File: config.mk
export PLATFORM = sky130hd
export DESIGN_NAME = base85_stream_decoder
export DESIGN_NICKNAME = d
export VERILOG_FILES = /design/src/hdl/b85_pkg.sv /design/src/hdl/b85_front.sv /design/src/hdl/b85_job_fifo.sv /design/src/hdl/b85_back.sv /design/src/hdl/base85_stream_decoder.sv
export SDC_FILE = /design/constraint.sdc
export NUM_CORES = 1
export LEC_CHECK = 0
export BUFFER_PORTS_ARGS = -buffer_cell sky130_fd_sc_hd__clkbuf_2
export CAP_MARGIN = 10
export CORE_UTILIZATION = 45
export DETAILED_ROUTE_END_ITERATION = 10
export PLACE_DENSITY = 0.69
export SYNTH_ARGS = -nofsm -noshare
export SYNTH_HDL_FRONTEND = slang
export SYNTH_SLANG_ARGS = --single-unit
File: constraint.sdc
create_clock -name clk -period 9.7 [get_ports clk]
set_clock_uncertainty 0.05 [all_clocks]
set_input_delay 0.485 -clock clk [delete_from_list [all_inputs] [get_ports clk]]
set_output_delay 0.485 -clock clk [all_outputs]
set_load 0.02 [all_outputs]
File: src/hdl/b85_pkg.sv
// shared types, constants and character tables for the base85 stream decoder
`timescale 1ns / 1ps

package b85_pkg;

	localparam int RADIX = 85;
	localparam int JOBQ_DEPTH = 4;
	localparam int JOBQ_AW = $clog2(JOBQ_DEPTH);
	localparam int JOBQ_CW = $clog2(JOBQ_DEPTH + 1);

	localparam logic [1:0] ALPHA_A85 = 2'd0;
	localparam logic [1:0] ALPHA_Z85 = 2'd1;
	localparam logic [1:0] ALPHA_RFC = 2'd2;

	localparam logic REG_ALPHABET = 1'b0;
	localparam logic REG_SKIP_WS = 1'b1;

	localparam logic [7:0] A85_FIRST = 8'd33;
	localparam logic [7:0] A85_LAST = 8'd117;

	localparam logic [8*RADIX-1:0] Z85_SET =
		"0123456789abcdefghijklmnopqrstuvwxyzABCDEFGHIJKLMNOPQRSTUVWXYZ.-:+=^!/*?&<>()[]{}@%$#";
	localparam logic [8*RADIX-1:0] RFC_SET = {
		"0123456789ABCDEFGHIJKLMNOPQRSTUVWXYZabcdefghijklmnopqrstuvwxyz!#$%&()*+-;<=>?@^_",
		8'h60, "{|}~"};

	typedef enum logic [1:0] {
		KIND_SKIP   = 2'd0,
		KIND_FINISH = 2'd1,
		KIND_DIGIT  = 2'd2,
		KIND_BAD    = 2'd3
	} kind_t;

	typedef struct packed {
		logic ok;
		logic [6:0] val;
	} digit_t;

	// one group to emit: value, pad digits, index of its last byte
	typedef struct packed {
		logic err;
		logic [1:0] pad;
		logic [1:0] nlast;
		logic [31:0] value;
	} job_t;

	function automatic digit_t map_digit(input logic [1:0] sel, input logic [7:0] ch);
		digit_t r;
		logic [8*RADIX-1:0] set;
		r.ok = 1'b0;
		r.val = '0;
		case (sel)
			ALPHA_Z85: set = Z85_SET;
			ALPHA_RFC: set = RFC_SET;
			default: set = '0;
		endcase
		if (sel == ALPHA_Z85 || sel == ALPHA_RFC) begin
			for (int i = 0; i < RADIX; i++) begin
				if (set[8*(RADIX-1-i) +: 8] == ch) begin
					r.ok = 1'b1;
					r.val = 7'(i);
				end
			end
		end else if (ch >= A85_FIRST && ch <= A85_LAST) begin
			r.ok = 1'b1;
			r.val = 7'(ch - A85_FIRST);
		end
		return r;
	endfunction

	function automatic logic is_space(input logic [7:0] ch);
		return ch == 8'd32 || ch == 8'd9 || ch == 8'd10 || ch == 8'd13 ||
			ch == 8'd12 || ch == 8'd11;
	endfunction

	// 85 to the power of the pad count
	function automatic logic [19:0] pow85(input logic [1:0] pad);
		logic [19:0] r;
		case (pad)
			2'd0: r = 20'd1;
			2'd1: r = 20'd85;
			2'd2: r = 20'd7225;
			2'd3: r = 20'd614125;
			default: r = 20'd1;
		endcase
		return r;
	endfunction

	// value of pad digits 84 84 .. appended
	function automatic logic [19:0] pad85(input logic [1:0] pad);
		logic [19:0] r;
		case (pad)
			2'd0: r = 20'd0;
			2'd1: r = 20'd84;
			2'd2: r = 20'd7224;
			2'd3: r = 20'd614124;
			default: r = 20'd0;
		endcase
		return r;
	endfunction

endpackage

File: src/hdl/b85_front.sv
// front end: classifies characters and accumulates digit groups into jobs
`timescale 1ns / 1ps

module b85_front import b85_pkg::*; (
	input  logic        clk,
	input  logic        arst_n,
	input  logic [1:0]  alphabet,
	input  logic        skip_ws,
	input  logic        push,
	output logic        full,
	input  logic        req_type,
	input  logic [7:0]  in_char,
	output logic        job_push,
	output job_t        job,
	input  logic        job_full
);

	logic valid_s1;
	kind_t kind_s1;
	logic [6:0] digit_s1;
	logic [2:0] cnt_q;
	logic [31:0] val_q;
	logic [2:0] cnt_d;
	logic [31:0] val_d;
	logic [31:0] next_val;
	logic stall;
	digit_t dmap;
	kind_t kind_in;

	always_comb begin
		dmap = map_digit(alphabet, in_char);
		if (req_type) begin
			kind_in = KIND_FINISH;
		end else if (skip_ws && is_space(in_char)) begin
			kind_in = KIND_SKIP;
		end else if (dmap.ok) begin
			kind_in = KIND_DIGIT;
		end else begin
			kind_in = KIND_BAD;
		end
	end

	assign stall = job_push && job_full;
	assign full = stall;

	always_ff @(posedge clk or negedge arst_n) begin
		if (!arst_n) begin
			valid_s1 <= 1'b0;
		end else if (!stall) begin
			valid_s1 <= push;
		end
	end

	always_ff @(posedge clk) begin
		if (!stall && push) begin
			kind_s1 <= kind_in;
			digit_s1 <= dmap.val;
		end
	end

	assign next_val = 32'(val_q * 32'd85) + {25'd0, digit_s1};

	always_comb begin
		job_push = 1'b0;
		job = '0;
		cnt_d = cnt_q;
		val_d = val_q;
		if (valid_s1) begin
			case (kind_s1)
				KIND_FINISH: begin
					if (cnt_q == 3'd1) begin
						job_push = 1'b1;
						job.err = 1'b1;
					end else if (cnt_q != 3'd0) begin
						job_push = 1'b1;
						job.pad = 2'(3'd5 - cnt_q);
						job.nlast = 2'(cnt_q - 3'd2);
						job.value = val_q;
					end
					cnt_d = 3'd0;
					val_d = '0;
				end
				KIND_DIGIT: begin
					if (cnt_q == 3'd4) begin
						job_push = 1'b1;
						job.nlast = 2'd3;
						job.value = next_val;
						cnt_d = 3'd0;
						val_d = '0;
					end else begin
						cnt_d = cnt_q + 3'd1;
						val_d = next_val;
					end
				end
				KIND_BAD: begin
					job_push = 1'b1;
					job.err = 1'b1;
					cnt_d = 3'd0;
					val_d = '0;
				end
				default: begin
				end
			endcase
		end
	end

	always_ff @(posedge clk or negedge arst_n) begin
		if (!arst_n) begin
			cnt_q <= 3'd0;
			val_q <= '0;
		end else if (!stall) begin
			cnt_q <= cnt_d;
			val_q <= val_d;
		end
	end

	a_finish_clears: assert property (@(posedge clk) disable iff (!arst_n)
		(valid_s1 && !stall && kind_s1 == KIND_FINISH) |=> cnt_q == 3'd0)
		else $error("finish left digits pending");

	a_err_job_zero: assert property (@(posedge clk) disable iff (!arst_n)
		(job_push && job.err) |-> (job.value == '0 && job.nlast == 2'd0))
		else $error("error job carries data");

endmodule

File: src/hdl/b85_job_fifo.sv
// short job queue between front end and back end
`timescale 1ns / 1ps

module b85_job_fifo import b85_pkg::*; (
	input  logic clk,
	input  logic arst_n,
	input  logic push,
	input  job_t push_job,
	output logic full,
	input  logic pop,
	output job_t pop_job,
	output logic empty
);

	job_t mem_q [JOBQ_DEPTH];
	logic [JOBQ_AW-1:0] wr_ptr_q;
	logic [JOBQ_AW-1:0] rd_ptr_q;
	logic [JOBQ_CW-1:0] count_q;
	logic do_push;
	logic do_pop;

	assign full = count_q == JOBQ_CW'(JOBQ_DEPTH);
	assign empty = count_q == '0;
	assign do_push = push && !full;
	assign do_pop = pop && !empty;
	assign pop_job = mem_q[rd_ptr_q];

	always_ff @(posedge clk) begin
		if (do_push) begin
			mem_q[wr_ptr_q] <= push_job;
		end
	end

	always_ff @(posedge clk or negedge arst_n) begin
		if (!arst_n) begin
			wr_ptr_q <= '0;
			rd_ptr_q <= '0;
			count_q <= '0;
		end else begin
			if (do_push) begin
				wr_ptr_q <= wr_ptr_q + JOBQ_AW'(1);
			end
			if (do_pop) begin
				rd_ptr_q <= rd_ptr_q + JOBQ_AW'(1);
			end
			if (do_push && !do_pop) begin
				count_q <= count_q + JOBQ_CW'(1);
			end else if (do_pop && !do_push) begin
				count_q <= count_q - JOBQ_CW'(1);
			end
		end
	end

endmodule

File: src/hdl/b85_back.sv
// back end: pads groups by multiplication and serializes bytes to the result side
`timescale 1ns / 1ps

module b85_back import b85_pkg::*; (
	input  logic       clk,
	input  logic       arst_n,
	input  logic       q_empty,
	input  job_t       q_job,
	output logic       q_pop,
	output logic       empty,
	input  logic       pop,
	output logic [7:0] out_byte,
	output logic       error,
	output logic       last
);

	logic valid_s1;
	job_t job_s1;
	logic valid_s2;
	logic [3:0][7:0] word_s2;
	logic err_s2;
	logic [1:0] nlast_s2;
	logic [1:0] idx_s2;
	logic [51:0] prod;
	logic [31:0] word;
	logic out_done;
	logic s2_free;
	logic s1_free;

	assign prod = job_s1.value * pow85(job_s1.pad);
	assign word = prod[31:0] + {12'd0, pad85(job_s1.pad)};

	assign out_done = valid_s2 && pop && idx_s2 == nlast_s2;
	assign s2_free = !valid_s2 || out_done;
	assign s1_free = !valid_s1 || s2_free;
	assign q_pop = !q_empty && s1_free;

	always_ff @(posedge clk or negedge arst_n) begin
		if (!arst_n) begin
			valid_s1 <= 1'b0;
			valid_s2 <= 1'b0;
			idx_s2 <= 2'd0;
		end else begin
			if (s1_free) begin
				valid_s1 <= !q_empty;
			end
			if (s2_free) begin
				valid_s2 <= valid_s1;
				idx_s2 <= 2'd0;
			end else if (pop) begin
				idx_s2 <= idx_s2 + 2'd1;
			end
		end
	end

	always_ff @(posedge clk) begin
		if (q_pop) begin
			job_s1 <= q_job;
		end
		if (s2_free && valid_s1) begin
			word_s2 <= word;
			err_s2 <= job_s1.err;
			nlast_s2 <= job_s1.nlast;
		end
	end

	assign empty = !valid_s2;
	assign out_byte = word_s2[2'd3 - idx_s2];
	assign error = err_s2;
	assign last = idx_s2 == nlast_s2;

	a_err_single: assert property (@(posedge clk) disable iff (!arst_n)
		(valid_s2 && err_s2) |-> (nlast_s2 == 2'd0 && word_s2 == '0))
		else $error("error beat not a single zero byte");

	a_idx_steps: assert property (@(posedge clk) disable iff (!arst_n)
		(valid_s2 && pop && idx_s2 != nlast_s2) |=>
		(valid_s2 && idx_s2 == $past(idx_s2) + 2'd1))
		else $error("byte index skipped");

endmodule

File: src/hdl/base85_stream_decoder.sv
// top level of the base85 stream decoder
`timescale 1ns / 1ps

// Input side is a queue: a character or finish beat is taken when push is
// high and full is low. Result side is a queue: while empty is low the
// oldest decoded byte is on out_byte/error/last and pop takes it.
// Configuration: wr_en writes wr_data into the register at wr_index
// (0 alphabet, 1 whitespace skip); write only while the decoder is idle.
// A group's first byte is shown once it has passed the classify stage, the
// job queue, the pad multiply stage and the result register.
// Throughput: one input beat per cycle while full is low; the byte
// serializer drains one result beat per cycle while pop is high. A
// four-entry job queue sits between the front end and the back end.
// When pop is held low the result register and then the job queue fill,
// and full rises once the front end has a job it cannot store.
// Reset clears the pending group, both queues and the registers
// (ASCII85, no whitespace skip).

module base85_stream_decoder import b85_pkg::*; (
	input  logic       clk,
	input  logic       arst_n,
	input  logic       push,
	output logic       full,
	input  logic       req_type,
	input  logic [7:0] in_char,
	output logic       empty,
	input  logic       pop,
	output logic [7:0] out_byte,
	output logic       error,
	output logic       last,
	input  logic       wr_en,
	input  logic       wr_index,
	input  logic [1:0] wr_data
);

	logic [1:0] alphabet_q;
	logic skip_ws_q;
	logic job_push;
	job_t job;
	logic job_full;
	logic q_pop;
	job_t q_job;
	logic q_empty;

	always_ff @(posedge clk or negedge arst_n) begin
		if (!arst_n) begin
			alphabet_q <= ALPHA_A85;
			skip_ws_q <= 1'b0;
		end else if (wr_en) begin
			case (wr_index)
				REG_ALPHABET: alphabet_q <= wr_data;
				REG_SKIP_WS: skip_ws_q <= wr_data[0];
				default: begin
				end
			endcase
		end
	end

	b85_front u_front (
		.clk       (clk),
		.arst_n    (arst_n),
		.alphabet  (alphabet_q),
		.skip_ws   (skip_ws_q),
		.push      (push),
		.full      (full),
		.req_type  (req_type),
		.in_char   (in_char),
		.job_push  (job_push),
		.job       (job),
		.job_full  (job_full)
	);

	b85_job_fifo u_jobq (
		.clk      (clk),
		.arst_n   (arst_n),
		.push     (job_push),
		.push_job (job),
		.full     (job_full),
		.pop      (q_pop),
		.pop_job  (q_job),
		.empty    (q_empty)
	);

	b85_back u_back (
		.clk      (clk),
		.arst_n   (arst_n),
		.q_empty  (q_empty),
		.q_job    (q_job),
		.q_pop    (q_pop),
		.empty    (empty),
		.pop      (pop),
		.out_byte (out_byte),
		.error    (error),
		.last     (last)
	);

endmodule
==> flow_summary.ini <==
[status]
status = finished, violations left
violations = hold timing

[clocking]
htree_levels = 1
clockBufferDepth = 3
post_cts_buffers = 0
clock-sinks = 279
cts_hold_buf = 0
insertion_delay_ns = 0.58
root_buffer = clkbuf_16
cts_resized = 0
cts_tree = done
numCtsBuffers = 29
clkTransAtPathRegs_ns = 0.07

[cells_and_area]
register_area_mm2 = 0.008129
area_growth_pct = 7.107
antenna_cells = 0
multi_input_area_mm2 = 0.01692
fill_cells = 5345
drive_above_1_share_pct = 6.784
nNetsFinal = 3152

[timing]
tns_ns = 0
fmax_mhz = 122.7
grt_setup_unrepaired = no
fin_crit_sh_pct = 84.00
holdWs_ns = -0.01871
report.final.hold_viol_count = 3
final_max_slew_viol_count = 0
tightest_slew_ns = 1.129
relSlewSlack_pct = 24.73
fin_crit_ns = 8.148
setup_slack_ns = 1.552
setup_viol = 0

[global_route]
overflow = 0
top_usage_layer = met2
grtUsageTotal_pct = 20.63
grt_pass1_wl_mm = 102.4
use_met2_pct = 34.33
grt_max_degree = 55
use_met1_pct = 29.09
grt_pass1_vias = 19030
grt_antenna_before_repair = 0
use_met3_pct = 1.842

[floorplan]
coreArea_mm2 = 0.06025
die_h_um = 248.6
dieArea_mm2 = 0.06182
ioPinCount = 29
num_rows = 90
floorplan.initialDensity_pct = 45.44
die_width_um = 248.6

[detailed_routing]
first_iter_violations = 1441
ant_nets = 0
wl_per_cell_um = 18.87
drt_pass1_iterations = 6
via_count = 18330
drc = 0
routed_wirelength_mm = 63.15
viasPerCell = 5.476

[critical_path]
r2r-end = u_back.word_s2[28]
timing.rr.start = u_back.job_s1[35]
endpoint_kind = flop
crit_path_frequent_cell = fa_1
cp_slowest_cell = ha_1
crit_family = adder cells
crit_arrival_ns = 8.40
cpPeakStageDelay_ns = 0.89
cp-start-kind = flop
crit_type = reg -> reg
required_ns = 9.95
cp_num_buf_inv = 4
r2r.worst_path.cells = 23
path_max_fanout = 28
r2r_setup_slack_ns = 1.55
path_depth = 23
worstPathCellList = inv_1, ha_1, nand2_1, fa_1, inv_1, fa_1, fa_1, inv_1, fa_1, inv_1, fa_1, fa_1, fa_1, ha_1, o21a_1, nor2_1, nor2_1, a31oi_1, o31ai_1, or4_1, o2111ai_1, a21boi_0, xor2_1

[logic_synthesis]
synth.distinct_cells = 81
synth_seq_cells = 279
yosysSeqAreaShare_pct = 29.69
yosys.area_share.adder_pct = 35.70
synthXorXnorAreaFrac_pct = 3.807
synthMuxAreaShare_pct = 3.972
yosysTopAreaCell = edfxtp_1
yosysWarnings = 0
synthCells = 2546
syn_area_per_cell_um2 = 10.75
synth_edf_count = 229
syn-cell-area_mm2 = 0.02738
synth_compound_area_share_pct = 9.525
syn_nets = 3156
ys_top_cells_by_area = edfxtp_1, fa_1, ha_1
synth_ff_type = edfxtp_1
synth_top_family_by_area = adder cells
async_reset_ff_share_pct = 17.92
yosysTopAreaCellShare_pct = 25.12
synthSimpleGateAreaFrac_pct = 8.638
synth_most_common_cell = inv_1
synth_commonest_cells = inv_1, fa_1, ha_1

[place]
dp_slack_ns = 1.566
hpwl_mm = 49.59
place_congestion = 0.9302
portBuffers = 28

[flow_run]
cap_viol_max_count = 0

[min_path]
min_path_type = in -> async
==> worst max path at each step <==
stage                       from                 end  slack, ns
3_5_place_dp   u_back.job_s1[35]  u_back.word_s2[28]       1.57
6_report       u_back.job_s1[35]  u_back.word_s2[28]       1.55
2_1_floorplan  u_back.job_s1[35]  u_back.word_s2[31]       2.02
5_1_grt        u_back.job_s1[35]  u_back.word_s2[28]       1.07
4_1_cts        u_back.job_s1[35]  u_back.word_s2[28]       1.54
3_3_place_gp   u_back.job_s1[35]  u_back.word_s2[31]       1.76
==> layer usage <==
layer,wire (um),vias to the layer above
met1,28640,9169
met5,0,-
met4,1501,0
met2,30120,544
met3,2886,111
li1,-,8504
==> state kept, by name, summed over array words and instances, names as in the netlist <==
signal and cells:
alphabet_q 2, skip_ws_q 1, u_back.error 1, u_back.idx_s2 2, u_back.job_s1 37, u_back.nlast_s2 2, u_back.valid_s1 1, u_back.valid_s2 1
u_back.word_s2 32, u_front.cnt_q 3, u_front.digit_s1 7, u_front.kind_s1 2, u_front.val_q 32, u_front.valid_s1 1, u_jobq.count_q 3, u_jobq.mem_q 148
u_jobq.rd_ptr_q 2, u_jobq.wr_ptr_q 2
==> metrics by stage <==
step | util [%] | std cells | area (um^2)
after global routing | 48.67 | 3347 | 29320
after detailed placement | 47.07 | 3293 | 28360
after global placement | 47.07 | 3293 | 28360
after floorplan | - | 2546 | 27380
final | 48.67 | 3347 | 29320
after CTS | 48.67 | 3347 | 29320
==> cells in the final DEF (no fill, tap or decap), types with 11 or more instances in the layout <==
cell,count
a21o_1,20
fa_1,312
nand4_1,15
ha_1,281
a21oi_1,89
nand3_1,40
clkbuf_2,28
o21a_1,15
a22oi_1,27
o22ai_1,12
xnor2_1,83
edfxtp_1,229
o21ai_0,83
clkbuf_16,29
nor2b_1,12
a31oi_1,14
nand2_1,149
xor2_1,36
nor2_1,114
buf_4,20
nor3_1,25
mux4_2,45
or4_1,11
a22o_1,29
a211oi_1,11
inv_1,542
nand2b_1,14
and2_1,36
dfrtp_1,49
==> layout make-up <==
| class | instances | area share (%) |
|---|---|---|
| Clock inverter | 16 | 0.5846 |
| Timing Repair Buffer | 48 | 0.9900 |
| Inverter | 545 | 6.977 |
| Clock buffer | 38 | 2.693 |
| Tap cell | 782 | 3.337 |
| Sequential cell | 279 | 27.72 |
| Multi-Input combinational cell | 1639 | 57.69 |
==> kinds of logic after synthesis <==
group | Yosys count
simple gates | 486
buf+inv | 628
flops | 279
compound gates | 388
mux | 52
fa+ha+maj | 594
xor+xnor | 119
Power is left out: the tool's default activity adds up to more than one toggle a clock period on the data nets, which glitch-free logic cannot reach.
